### src/sv/wpmq_pkg.sv
// Shared types, constants and the credit scan function for the
// weighted priority message queues. No dependencies.
`default_nettype none

package wpmq_pkg;

    localparam int NUM_LEVELS      = 5;
    localparam int LVL_W           = $clog2(NUM_LEVELS);
    localparam int QUEUE_DEPTH_DEF = 16;
    localparam int TAG_WIDTH       = 16;
    localparam int PRIO_W          = 3;
    localparam int WEIGHT_W        = 4;
    localparam int SCAN_PASSES     = 4;
    localparam int S_TDATA_W       = 24;
    localparam int M_TDATA_W       = 24;
    localparam int CFG_IDX_W       = 1;

    localparam logic [WEIGHT_W-1:0] RST_WEIGHT_HIGH = WEIGHT_W'(2);
    localparam logic [WEIGHT_W-1:0] RST_WEIGHT_MID  = WEIGHT_W'(2);

    localparam logic [CFG_IDX_W-1:0] CFG_WEIGHT_HIGH = 1'b0;
    localparam logic [CFG_IDX_W-1:0] CFG_WEIGHT_MID  = 1'b1;

    typedef enum logic [1:0] {
        CMD_ENQ   = 2'd0,
        CMD_DEQ   = 2'd1,
        CMD_PUSH  = 2'd2,
        CMD_FLUSH = 2'd3
    } t_cmd;

    typedef enum logic [1:0] {
        STS_OK      = 2'd0,
        STS_FULL    = 2'd1,
        STS_EMPTY   = 2'd2,
        STS_NO_LAST = 2'd3
    } t_status;

    typedef enum logic {
        ST_IDLE = 1'b0,
        ST_EXEC = 1'b1
    } t_state;

    // Controller to datapath commands.
    typedef struct packed {
        logic load;   // latch the transferred input item
        logic exec;   // carry out the latched command, load the result slot
    } t_dp_cmd;

    typedef struct packed {
        logic [PRIO_W-1:0]   served;
        logic [WEIGHT_W-1:0] ch;
        logic [WEIGHT_W-1:0] cm;
    } t_scan;

    // Credit scan over priorities four, three and two; at most four passes.
    function automatic t_scan f_scan(
        input logic [WEIGHT_W-1:0] ch,
        input logic [WEIGHT_W-1:0] cm,
        input logic [WEIGHT_W-1:0] wh,
        input logic [WEIGHT_W-1:0] wm,
        input logic                has4,
        input logic                has3,
        input logic                has2
    );
        t_scan r;
        logic  done;
        r.served = '0;
        r.ch     = ch;
        r.cm     = cm;
        done     = 1'b0;
        for (int p = 0; p < SCAN_PASSES; p++) begin
            if (!done) begin
                if (r.ch != '0 && has4) begin
                    r.served = PRIO_W'(4);
                    r.ch     = r.ch - WEIGHT_W'(1);
                    done     = 1'b1;
                end else if (r.cm != '0) begin
                    r.ch = wh;
                    if (has3) begin
                        r.served = PRIO_W'(3);
                        r.cm     = r.cm - WEIGHT_W'(1);
                        done     = 1'b1;
                    end
                end else begin
                    r.cm = wm;
                    if (has2) begin
                        r.served = PRIO_W'(2);
                        done     = 1'b1;
                    end
                end
                if (!has4 && !has3) begin
                    done = 1'b1;
                end
            end
        end
        return r;
    endfunction

endpackage

`default_nettype wire

### src/sv/weighted_priority_message_queues_unit.sv
// Top level of the weighted priority message queues: controller plus datapath.
// Depends on wpmq_pkg, wpmq_ctrl and wpmq_dp.
//
//  channel   direction  tdata / tuser                                     transfer
//  s_axis    in         tuser: command[1:0]                               tvalid & tready
//                       tdata: msg_tag[15:0] priority_req[18:16] working[19]
//  m_axis    out        tdata: tag_valid[0] out_tag[16:1]                 tvalid & tready
//                              served_priority[19:17] status[21:20] any_queued[22]
//  cfg       in         i_cfg_addr 0 weight_high, 1 weight_mid            i_cfg_we
//
// Each item is transferred in, then its command runs in the execute state (scan,
// queue pointer update and at most one tag store access) and its result sits in
// the output register. The single-port tag store sets that execute state. No new
// item enters during execute; a stalled output holds execute until the slot frees.
// Reset is synchronous: queues empty, weights and credits 2, nothing served yet.
`default_nettype none

module weighted_priority_message_queues_unit import wpmq_pkg::*; #(
    parameter int QUEUE_DEPTH = QUEUE_DEPTH_DEF
) (
    input  logic                 i_clk,
    input  logic                 i_rst_n,
    input  logic                 s_axis_tvalid,
    output logic                 s_axis_tready,
    input  logic [S_TDATA_W-1:0] s_axis_tdata,  // msg_tag, priority_req, working
    input  logic [1:0]           s_axis_tuser,  // command
    output logic                 m_axis_tvalid,
    input  logic                 m_axis_tready,
    // tag_valid, out_tag, served_priority, status, any_queued
    output logic [M_TDATA_W-1:0] m_axis_tdata,
    input  logic                 i_cfg_we,
    input  logic [CFG_IDX_W-1:0] i_cfg_addr,
    input  logic [WEIGHT_W-1:0]  i_cfg_data
);

    t_dp_cmd              dp_cmd;
    logic                 tag_valid;
    logic [TAG_WIDTH-1:0] out_tag;
    logic [PRIO_W-1:0]    served_priority;
    logic [1:0]           status;
    logic                 any_queued;

    wpmq_ctrl u_ctrl (
        .i_clk     (i_clk),
        .i_rst_n   (i_rst_n),
        .i_s_valid (s_axis_tvalid),
        .o_s_ready (s_axis_tready),
        .o_m_valid (m_axis_tvalid),
        .i_m_ready (m_axis_tready),
        .o_cmd     (dp_cmd)
    );

    // Unpack the input transfer straight into the datapath latch.
    wpmq_dp #(
        .QUEUE_DEPTH (QUEUE_DEPTH)
    ) u_dp (
        .i_clk             (i_clk),
        .i_rst_n           (i_rst_n),
        .i_cmd             (dp_cmd),
        .i_cfg_we          (i_cfg_we),
        .i_cfg_addr        (i_cfg_addr),
        .i_cfg_data        (i_cfg_data),
        .i_command         (s_axis_tuser),
        .i_msg_tag         (s_axis_tdata[TAG_WIDTH-1:0]),
        .i_priority_req    (s_axis_tdata[TAG_WIDTH +: PRIO_W]),
        .i_working         (s_axis_tdata[TAG_WIDTH + PRIO_W]),
        .o_tag_valid       (tag_valid),
        .o_out_tag         (out_tag),
        .o_served_priority (served_priority),
        .o_status          (status),
        .o_any_queued      (any_queued)
    );

    // Pack the result, lowest field first; pad to whole bytes with zeros.
    assign m_axis_tdata = M_TDATA_W'({any_queued, status, served_priority, out_tag, tag_valid});

endmodule

`default_nettype wire

### src/sv/wpmq_ctrl.sv
// Controller for the weighted priority message queues: handshakes and
// sequencing of the datapath. Depends on wpmq_pkg.
`default_nettype none

module wpmq_ctrl import wpmq_pkg::*; (
    input  logic    i_clk,
    input  logic    i_rst_n,
    input  logic    i_s_valid,
    output logic    o_s_ready,
    output logic    o_m_valid,
    input  logic    i_m_ready,
    output t_dp_cmd o_cmd
);

    t_state r_state, n_state;
    logic   r_out_valid, n_out_valid;
    logic   slot_free;

    assign slot_free = !r_out_valid || i_m_ready;

    always_comb begin
        n_state = r_state;
        case (r_state)
            ST_IDLE: begin
                if (i_s_valid) begin
                    n_state = ST_EXEC;
                end
            end
            ST_EXEC: begin
                if (slot_free) begin
                    n_state = ST_IDLE;
                end
            end
            default: n_state = ST_IDLE;
        endcase
    end

    always_comb begin
        o_s_ready  = 1'b0;
        o_cmd.load = 1'b0;
        o_cmd.exec = 1'b0;
        case (r_state)
            ST_IDLE: begin
                o_s_ready  = 1'b1;
                o_cmd.load = i_s_valid;
            end
            ST_EXEC: begin
                o_cmd.exec = slot_free;
            end
            default: ;
        endcase
    end

    always_comb begin
        n_out_valid = r_out_valid;
        if (o_cmd.exec) begin
            n_out_valid = 1'b1;
        end else if (i_m_ready) begin
            n_out_valid = 1'b0;
        end
    end

    always_ff @(posedge i_clk) begin
        if (!i_rst_n) begin
            r_state     <= ST_IDLE;
            r_out_valid <= 1'b0;
        end else begin
            r_state     <= n_state;
            r_out_valid <= n_out_valid;
        end
    end

    assign o_m_valid = r_out_valid;

endmodule

`default_nettype wire

### src/sv/wpmq_dp.sv
// Datapath for the weighted priority message queues: queue pointers, credit
// counters, weights, tag store and result slot. Depends on wpmq_pkg.
`default_nettype none

module wpmq_dp import wpmq_pkg::*; #(
    parameter int QUEUE_DEPTH = QUEUE_DEPTH_DEF
) (
    input  logic                 i_clk,
    input  logic                 i_rst_n,
    input  t_dp_cmd              i_cmd,
    input  logic                 i_cfg_we,
    input  logic [CFG_IDX_W-1:0] i_cfg_addr,
    input  logic [WEIGHT_W-1:0]  i_cfg_data,
    input  logic [1:0]           i_command,
    input  logic [TAG_WIDTH-1:0] i_msg_tag,
    input  logic [PRIO_W-1:0]    i_priority_req,
    input  logic                 i_working,
    output logic                 o_tag_valid,
    output logic [TAG_WIDTH-1:0] o_out_tag,
    output logic [PRIO_W-1:0]    o_served_priority,
    output logic [1:0]           o_status,
    output logic                 o_any_queued
);

    localparam int PTR_W  = $clog2(QUEUE_DEPTH);
    localparam int CNT_W  = $clog2(QUEUE_DEPTH + 1);
    localparam int SUM_W  = PTR_W + 1;
    localparam int MEM_D  = NUM_LEVELS * QUEUE_DEPTH;
    localparam int ADDR_W = $clog2(MEM_D);

    // Latched input item
    t_cmd                 r_cmd;
    logic [TAG_WIDTH-1:0] r_tag;
    logic [LVL_W-1:0]     r_lvl;
    logic                 r_working;

    // Queue and scheduler state
    logic [PTR_W-1:0]     r_head  [NUM_LEVELS];
    logic [CNT_W-1:0]     r_count [NUM_LEVELS];
    logic [PTR_W-1:0]     n_head  [NUM_LEVELS];
    logic [CNT_W-1:0]     n_count [NUM_LEVELS];
    logic [WEIGHT_W-1:0]  r_wh, r_wm, r_ch, r_cm, n_ch, n_cm;
    logic [PRIO_W-1:0]    r_last, n_last;

    // Tag store and result slot
    logic [TAG_WIDTH-1:0] mem [MEM_D];
    logic [TAG_WIDTH-1:0] r_rd_data;
    logic                 r_o_valid_tag;
    logic [PRIO_W-1:0]    r_o_served;
    t_status              r_o_status;
    logic                 r_o_any;

    logic [NUM_LEVELS-1:0] lvl_empty, lvl_full;
    t_scan                 scan;
    logic [PRIO_W-1:0]     served;
    t_status               status;
    logic [LVL_W-1:0]      op_idx;
    logic                  do_deq, do_enq, do_push, do_flush;
    logic [PTR_W-1:0]      sel_head;
    logic [CNT_W-1:0]      sel_count;
    logic [SUM_W-1:0]      head_inc, tail_sum;
    logic [PTR_W-1:0]      head_next, head_prev, tail_pos, offset;
    logic [ADDR_W-1:0]     addr;
    logic                  any_next;
    logic [LVL_W-1:0]      in_lvl;

    // Fold out-of-range priorities onto the end levels.
    always_comb begin
        if (i_priority_req == '0) begin
            in_lvl = '0;
        end else if (i_priority_req >= PRIO_W'(NUM_LEVELS)) begin
            in_lvl = LVL_W'(NUM_LEVELS - 1);
        end else begin
            in_lvl = LVL_W'(i_priority_req - PRIO_W'(1));
        end
    end

    always_ff @(posedge i_clk) begin
        if (i_cmd.load) begin
            r_cmd     <= t_cmd'(i_command);
            r_tag     <= i_msg_tag;
            r_lvl     <= in_lvl;
            r_working <= i_working;
        end
    end

    always_comb begin
        for (int i = 0; i < NUM_LEVELS; i++) begin
            lvl_empty[i] = (r_count[i] == '0);
            lvl_full[i]  = (r_count[i] >= CNT_W'(QUEUE_DEPTH));
        end
    end

    assign scan = f_scan(r_ch, r_cm, r_wh, r_wm, !lvl_empty[3], !lvl_empty[2], !lvl_empty[1]);

    // Command decode
    always_comb begin
        n_ch     = r_ch;
        n_cm     = r_cm;
        n_last   = r_last;
        served   = '0;
        status   = STS_OK;
        op_idx   = r_lvl;
        do_deq   = 1'b0;
        do_enq   = 1'b0;
        do_push  = 1'b0;
        do_flush = 1'b0;
        case (r_cmd)
            CMD_ENQ: begin
                if (lvl_full[r_lvl]) begin
                    status = STS_FULL;
                end else begin
                    do_enq = 1'b1;
                end
            end
            CMD_DEQ: begin
                if (!lvl_empty[NUM_LEVELS-1]) begin
                    served = PRIO_W'(NUM_LEVELS);
                end else if (r_working) begin
                    n_ch = scan.ch;
                    n_cm = scan.cm;
                    if (scan.served != '0) begin
                        served = scan.served;
                    end else begin
                        // Empty scan still points push back at priority one.
                        n_last = PRIO_W'(1);
                        if (!lvl_empty[0]) begin
                            served = PRIO_W'(1);
                        end
                    end
                end
                if (served != '0) begin
                    do_deq = 1'b1;
                    n_last = served;
                    op_idx = LVL_W'(served - PRIO_W'(1));
                end else begin
                    status = STS_EMPTY;
                end
            end
            CMD_PUSH: begin
                if (r_last == '0) begin
                    status = STS_NO_LAST;
                end else begin
                    op_idx = LVL_W'(r_last - PRIO_W'(1));
                    if (lvl_full[op_idx]) begin
                        status = STS_FULL;
                    end else begin
                        do_push = 1'b1;
                    end
                end
            end
            CMD_FLUSH: begin
                do_flush = 1'b1;
            end
            default: ;
        endcase
    end

    // Ring pointer arithmetic for the selected queue
    assign sel_head  = r_head[op_idx];
    assign sel_count = r_count[op_idx];
    assign head_inc  = SUM_W'(sel_head) + SUM_W'(1);
    assign head_next = (head_inc >= SUM_W'(QUEUE_DEPTH)) ? '0 : PTR_W'(head_inc);
    assign head_prev = (sel_head == '0) ? PTR_W'(QUEUE_DEPTH - 1) : sel_head - PTR_W'(1);
    assign tail_sum  = SUM_W'(sel_head) + SUM_W'(sel_count);
    assign tail_pos  = (tail_sum >= SUM_W'(QUEUE_DEPTH))
                     ? PTR_W'(tail_sum - SUM_W'(QUEUE_DEPTH)) : PTR_W'(tail_sum);

    always_comb begin
        if (do_enq) begin
            offset = tail_pos;
        end else if (do_push) begin
            offset = head_prev;
        end else begin
            offset = sel_head;
        end
    end

    assign addr = ADDR_W'(op_idx) * ADDR_W'(QUEUE_DEPTH) + ADDR_W'(offset);

    always_comb begin
        any_next = 1'b0;
        for (int i = 0; i < NUM_LEVELS; i++) begin
            n_head[i]  = r_head[i];
            n_count[i] = r_count[i];
            if (i_cmd.exec && op_idx == LVL_W'(i)) begin
                if (do_deq) begin
                    n_head[i]  = head_next;
                    n_count[i] = r_count[i] - CNT_W'(1);
                end else if (do_enq) begin
                    n_count[i] = r_count[i] + CNT_W'(1);
                end else if (do_push) begin
                    n_head[i]  = head_prev;
                    n_count[i] = r_count[i] + CNT_W'(1);
                end
            end
            if (i_cmd.exec && do_flush && i == NUM_LEVELS - 1) begin
                n_head[i]  = '0;
                n_count[i] = '0;
            end
            any_next = any_next | (n_count[i] != '0);
        end
    end

    always_ff @(posedge i_clk) begin
        if (!i_rst_n) begin
            for (int i = 0; i < NUM_LEVELS; i++) begin
                r_head[i]  <= '0;
                r_count[i] <= '0;
            end
            r_wh   <= RST_WEIGHT_HIGH;
            r_wm   <= RST_WEIGHT_MID;
            r_ch   <= RST_WEIGHT_HIGH;
            r_cm   <= RST_WEIGHT_MID;
            r_last <= '0;
        end else begin
            for (int i = 0; i < NUM_LEVELS; i++) begin
                r_head[i]  <= n_head[i];
                r_count[i] <= n_count[i];
            end
            if (i_cfg_we) begin
                case (i_cfg_addr)
                    CFG_WEIGHT_HIGH: r_wh <= i_cfg_data;
                    CFG_WEIGHT_MID:  r_wm <= i_cfg_data;
                    default: ;
                endcase
            end
            if (i_cmd.exec) begin
                r_ch   <= n_ch;
                r_cm   <= n_cm;
                r_last <= n_last;
            end
        end
    end

    // Tag store: at most one access per executed command
    always_ff @(posedge i_clk) begin
        if (i_cmd.exec && (do_enq || do_push)) begin
            mem[addr] <= r_tag;
        end
        if (i_cmd.exec && do_deq) begin
            r_rd_data <= mem[addr];
        end
    end

    always_ff @(posedge i_clk) begin
        if (i_cmd.exec) begin
            r_o_valid_tag <= do_deq;
            r_o_served    <= served;
            r_o_status    <= status;
            r_o_any       <= any_next;
        end
    end

    assign o_tag_valid       = r_o_valid_tag;
    assign o_out_tag         = r_o_valid_tag ? r_rd_data : '0;
    assign o_served_priority = r_o_served;
    assign o_status          = r_o_status;
    assign o_any_queued      = r_o_any;

endmodule

`default_nettype wire

### config.mk
export PLATFORM = sky130hd
export DESIGN_NAME = weighted_priority_message_queues_unit
export DESIGN_NICKNAME = d
export VERILOG_FILES = /design/src/sv/wpmq_pkg.sv /design/src/sv/weighted_priority_message_queues_unit.sv /design/src/sv/wpmq_ctrl.sv /design/src/sv/wpmq_dp.sv
export SDC_FILE = /design/constraint.sdc
export NUM_CORES = 1
export LEC_CHECK = 0
export ABC_AREA = 1
export BUFFER_PORTS_ARGS = -buffer_cell sky130_fd_sc_hd__buf_4
export CAP_MARGIN = 10
export CORE_ASPECT_RATIO = 0.5
export CORE_MARGIN = 2
export CORE_UTILIZATION = 35
export CTS_BUF_LIST = sky130_fd_sc_hd__clkbuf_16
export CTS_CLUSTER_DIAMETER = 40
export CTS_CLUSTER_SIZE = 8
export DETAILED_ROUTE_END_ITERATION = 6
export SETUP_SLACK_MARGIN = 0.05
export SKIP_LAST_GASP = 1
export SYNTH_ARGS = -nofsm -noshare
export SYNTH_HDL_FRONTEND = slang
export SYNTH_SLANG_ARGS = --single-unit
### constraint.sdc
create_clock -name i_clk -period 16.5 [get_ports i_clk]
set_clock_uncertainty 0.2 [all_clocks]
set_input_delay 3.3 -clock i_clk [delete_from_list [all_inputs] [get_ports i_clk]]
set_output_delay 3.3 -clock i_clk [all_outputs]
set_load 0.02 [all_outputs]
## After elaboration in Yosys (flattened, before gate mapping)

Memories as Yosys holds them, arrays and structs flattened. A register that Yosys moved wholly into a read port is not among the register bits.
Index checks and enable logic that the tools add are counted.

- Input bits: 36
- Bits in writable memories: 1325
- Register bits after elaboration: 50
- Memories: 3
- Output and inout port bits: 26

- Muxes and demuxes: 148
- Equal/unequal tests: 23
- Bitwise gates (word level): 16
- Add/sub/neg operators: 26
- Reductions and logical operators: 55
- Magnitude comparators: 10

Memories:

| memory | depth | bits a word | read ports | clocked after memory_dff | write ports | RTL line | RTL |
|---|---|---|---|---|---|---|---|
| u_dp.mem | 80 | 16 | 1 | 1 | 1 | wpmq_dp.sv:46 | `logic [TAG_WIDTH-1:0] mem [MEM_D];` |
| u_dp.r_count | 5 | 5 | 6 | 0 | 5 | wpmq_dp.sv:39 | `logic [CNT_W-1:0] r_count [NUM_LEVELS];` |
| u_dp.r_head | 5 | 4 | 1 | 0 | 5 | wpmq_dp.sv:38 | `logic [PTR_W-1:0] r_head [NUM_LEVELS];` |

Operator list:

| kind | number |
|---|---|
| 2-to-1 mux 4 bit | 47 |
| 2-to-1 mux 5 bit | 26 |
| 2-to-1 mux 3 bit | 21 |
| subtractor 4 x 1 -> 4 bit (second input constant) | 10 |
| 2-to-1 mux 1 bit | 37 |
| greater-or-equal comparator 5 bit (second input constant) | 7 |
| 2-to-1 mux 11 bit | 3 |
| nonzero test 4 bit | 8 |
| 2-to-1 mux 7 bit | 4 |
| adder 5 x 1 -> 5 bit (second input constant) | 5 |
| zero test 5 bit | 5 |
| nonzero test 5 bit | 5 |
| subtractor 5 x 1 -> 5 bit (second input constant) | 5 |
| AND reduction 4 bit | 6 |
| != test 4 bit (second input constant) | 5 |
| 2-to-1 mux 16 bit | 1 |
| bitwise OR 1 bit | 14 |
| logical AND 1 bit | 13 |
| != test 3 bit (second input constant) | 4 |
| zero test 3 bit | 3 |
| subtractor 3 x 1 -> 3 bit (second input constant) | 3 |
| < comparator 3 x 4 -> 1 bit (second input constant) | 2 |
| 2-to-1 mux 2 bit | 4 |
| adder 7 x 4 -> 7 bit | 1 |
| 25 further kinds | 39 |

## Depth between registers and ports, before layout

An unclocked memory read counts as a cell.

- Depth after elaboration: 37
- Depth in mapped cells: 70

## Hierarchy

Synthesis repeated with hierarchy kept, for this count alone.

- Cell total of the unflattened synthesis: 6252
- Area, all modules: 62313.5 µm²

By module, submodules not included:

| module | cells each | instances | area each (µm²) |
|---|---|---|---|
| wpmq_dp | 6236 | 1 | 62195.9 |
| wpmq_ctrl | 12 | 1 | 91.3 |
| weighted_priority_message_queues_unit | 4 | 1 | 26.3 |

## Least setup slack after synthesis

OpenSTA, ideal clock, no wires.

- Kind: reg2reg
- Start: memory u_dp.r_count[3][0] (netlist name)
- End: memory u_dp.mem[13][0] (enable)
- Path slack: 6.907 ns
- Clock period less this slack: 9.593 ns
- Stages on the path, launching flop included: 61
- Library setup time: 0.388 ns
- Arrival: 9.004 ns
- Path through: dfxtp_1 -> inv_1 -> ha_1 -> inv_1 -> nor2_2 -> nand2_4 -> nand2_4 -> buf_6 -> nand2_1 -> nand2_1 -> nand2_1 -> inv_1 -> ha_1 -> inv_1 -> nor2_4 -> nand2_2 -> buf_6 -> nand2_1 -> [25 not listed] -> o21ai_0 -> clkinv_1 -> nor2_1 -> nand2_1 -> nand3_1 -> o22ai_1 -> ha_1 -> fa_1 -> xor2_1 -> nor2_1 -> a21oi_4 -> nand3_1 -> nor2_4 -> buf_4 -> buf_4 -> buf_6 -> nand2_1 -> nor2_1

RTL lines:

| item | RTL line |
|---|---|
| from (decl) | wpmq_dp.sv:39 |
| to (decl) | wpmq_dp.sv:46 |

==> impl_results.md <==
* Outcome: complete, no violations
* DR vias/cell at 5.062
* Layout cells sized above 1 at 9.607%
* RSZ-0062 raised after global routing: false
* Final min period at 12.64 ns
* Hold Slack at 0.2746 ns
* First-pass GRT wire length at 237600 um
* Type of the tightest min-delay check: flop to flop
* Logic pwr share at 19.4%
* CP startpoint kind: flop
* Largest net degree at the start of global routing at 197
* Number of CTS-inserted buffers at 199
* Worst endpoint data arrival time at 12.94 ns
* Area contributors post-synth: edfxtp_1 69%, nand2_1 12%, nand3_1 4.7%
* Post-CTS Setup Bufs at 0
* EDFF count, synth at 1345
* DP HPWL at 87350 um
* Crit-path most repeated cell: nand2_1
* CTS max path bufs at 3
* Setup TNS at 0 ns
* CTS tree: done
* DP Area at 0.06146 mm^2
* Post-synthesis xor/xnor area fraction at 0.3886%
* Max cap viols at 0
* Period utilization at 76.62%
* Initial antenna violation count at 0
* Clk slew on worst S/H paths at 0.06 ns
* Cell Rows at 106
* Via count at 38662
* Mux contribution to synthesized area at 0%
* Required time of the critical path at 16.80 ns
* CTS Hold Bufs at 0
* Register area share after synthesis at 70.50%
* Clock power frac at 38.9%
* Yosys warns at 0
* Final wirelength at 161700 um
* Chip height at 293.3 um
* Top cell type's share of synthesized area at 68.93%
* I/O pins at 62
* Synthesized Nets at 5302
* Synth Area in Compound Gates at 2.821%
* Post-synth top area cell: edfxtp_1
* Syn Inst Count at 5228
* CTS HTree Levels at 4
* Slew Limit Fails at 0
* Die ar. at 0.1709 mm^2
* Worst vdd ir at 0.0001182 V
* Final ANT Viol Nets at 0
* Leakage Power at 25.39 nW
* Worst slew margin at 18.76%
* Fill cells at 15672
* Setup CP Type: flop to flop
* Synth unique cells at 56
* Register area at 0.04131 mm^2
* Reg power frac at 41.8%
* Port Buf Inserts at 56
* Setup Viol. Count Final at 0
* Die width at 582.6 um
* Sw frac at 30.38%
* Tot Pwr at 9.394 mW
* Routed WL per cell at 21.17 um
* Max stage delay on crit path at 0.92 ns
* DR DRC count at 0
* Internal power component at 6.540 mW
* CP max-delay cell: nor2_1
* Synth async-reset ratio at 0%
* Final hold viol count at 0
* Number of global-route vias before repair at 36438
* Post-cts sizing count at 0
* Top FF cell, synth: edfxtp_1
* GR Overflow Total at 0
* Syn_area_per_cell at 11.21 um^2
* Critical Path Fanout Max at 31
* Crit end category: flop
* Initial DRT Pass Iterations at 6
* Total GRT Usage at 18.71%
* Worst-Skew Late Latency at 0.80 ns
* Area of the multi-input gates at 0.01509 mm^2
* Initial drt markers at 4323
* Fin area at 0.06698 mm^2
* Yosys reg bits at 1391
* NetSw at 2.854 mW
* Root buffer cell: clkbuf_16
* Post-Syn Area at 0.05859 mm^2
* Syn-to-layout area delta at 14.31%
* Core area at 0.1667 mm^2
* Worst slew pin tran at 1.217 ns
* Post-synthesis simple-gate area fraction at 21.57%
* Starting Density at 35.15%
* Final layout net count at 5455
* Clk sinks at 1391
* Post-Synth Adder-Cell Area at 0.8243%
* Max Clock Freq at 79.10 MHz
* P per Cell Area at 140.3 mW/mm^2
* GPL Wtd Cong at 0.8417
* Main combinational cell family by area after synthesis: simple AND/OR/NAND/NOR gates
* Antenna cells at 0
cells in the final DEF, fill, tap and decap left out, types with 6 or more instances in the layout:
cell type,instances
clkinv_16,6
nor2_4,11
a31oi_1,6
nand2_4,7
buf_12,8
nand3b_1,18
buf_4,168
o22ai_1,6
xor2_1,24
nor2_2,33
nor3_1,15
clkbuf_16,203
nand3_1,551
nand2_2,17
a21oi_1,80
edfxtp_1,1345
dfxtp_1,46
inv_2,18
nor2_1,439
nand2_1,1872
inv_1,219
clkinv_1,8
nand4_1,54
o21ai_1,62
ha_1,37
o21ai_0,74
o211ai_1,16
nand3_2,11
per-layer routing:
| metal | global-route usage, % | vias up | wire length [um] |
|---|---|---|---|
| met5 | 0 | - | 0 |
| met4 | 7.003 | 0 | 4844 |
| met3 | 3.714 | 228 | 14730 |
| met2 | 28.60 | 1564 | 71660 |
| met1 | 26.33 | 18747 | 70430 |
| li1 | - | 18123 | - |
sequential cells by signal, summed over array words and instances (netlist names):
register,cells
u_dp.r_ch,4
u_dp.r_wm,4
u_dp.r_rd_data,16
u_dp.o_status,2
u_dp.o_any_queued,1
u_dp.o_tag_valid,1
u_ctrl.r_state,1
u_dp.r_tag,16
u_dp.r_cmd,2
u_dp.r_last,3
u_dp.o_served_priority,3
u_dp.r_head,20
u_dp.r_wh,4
u_dp.r_cm,4
u_dp.r_lvl,3
u_dp.r_count,25
u_dp.r_working,1
u_dp.mem,1280
u_ctrl.o_m_valid,1
critical path: cells and delay by family (launching register included):
family,cells,cell delay (ns)
AOI/OAI and AO/OA,6,0.91
and+or+nand+nor,29,6.19
buffers and inverters,15,2.45
adders and majority gates,8,1.93
DFF,1,0.37
xor gates and xnor gates,1,0.19
synth_stat cells, types with 2 or more instances:
| master | count |
|---|---|
| o32ai_1 | 2 |
| edfxtp_1 | 1345 |
| a21oi_2 | 2 |
| o21ai_0 | 75 |
| nand2_2 | 17 |
| xnor2_1 | 2 |
| nor2_4 | 9 |
| a21o_1 | 2 |
| a31oi_1 | 6 |
| a221oi_1 | 5 |
| nor2_2 | 9 |
| o211ai_1 | 16 |
| nor3_1 | 15 |
| ha_1 | 37 |
| a21oi_1 | 80 |
| nor2_1 | 465 |
| nand2_4 | 8 |
| a211oi_1 | 2 |
| nand2_1 | 1872 |
| nand3_1 | 551 |
| buf_6 | 49 |
| inv_1 | 205 |
| buf_4 | 23 |
| o22ai_1 | 6 |
| clkinv_1 | 5 |
| nand4_1 | 54 |
| inv_2 | 20 |
| xor2_1 | 24 |
| nand3_4 | 2 |
| buf_1 | 11 |
| nand3b_1 | 18 |
| o2111ai_1 | 3 |
| a21oi_4 | 5 |
| buf_2 | 94 |
| a22oi_1 | 3 |
| clkbuf_1 | 48 |
| nand3_2 | 11 |
| dfxtp_1 | 46 |
| o21ai_1 | 61 |
| o221ai_1 | 3 |
| o21bai_4 | 2 |
metrics by stage:
step	std cells	worst slack (ns)	utilization [%]
floorplan	5228	6.907	-
global placement	7393	4.094	36.86
detailed placement	7393	4.056	36.86
CTS	7636	3.995	40.17
global route	7637	2.849	40.18
finish	7637	3.858	40.18
cell families after synthesis:
| kind of cell | Yosys count |
|---|---|
| and+or+nand+nor | 3037 |
| adders and majority gates | 38 |
| AOI/OAI and AO/OA | 280 |
| buffers and inverters | 455 |
| DFF | 1391 |
| other | 1 |
| xor gates and xnor gates | 26 |
worst paths after layout:
kind	slack, ns	end	cells after the start	start
min reg2reg	0.27	u_dp.r_last[1]	2	u_dp.r_last[1]
min	0.27	u_dp.r_last[1]	2	u_dp.r_last[1]
max	3.86	u_dp.mem[44][8]	59	u_dp.r_count[2][1]
max reg2reg	3.86	u_dp.mem[44][8]	59	u_dp.r_count[2][1]
area by class of cell:
| type | instances | share of cell area (%) |
|---|---|---|
| clock buffer | 203 | 7.584 |
| clock inverter | 40 | 0.6389 |
| inverter | 230 | 1.296 |
| multi-input combinational | 3382 | 22.52 |
| sequential | 1391 | 61.68 |
| tap | 2214 | 4.136 |
| timing repair buffer | 177 | 2.145 |
power by group through the flow:
stage / registers [mW] / clock network (mW) / logic [mW]
6_report: 3.92 / 3.65 / 1.82
2_1_floorplan: 4.01 / 0 / 1.14
4_1_cts: 3.92 / 3.69 / 1.80
3_3_place_gp: 3.99 / 0 / 1.79
3_5_place_dp: 3.99 / 0 / 1.80
5_1_grt: 3.92 / 3.84 / 1.99
Power figures use the tool's default switching activity.
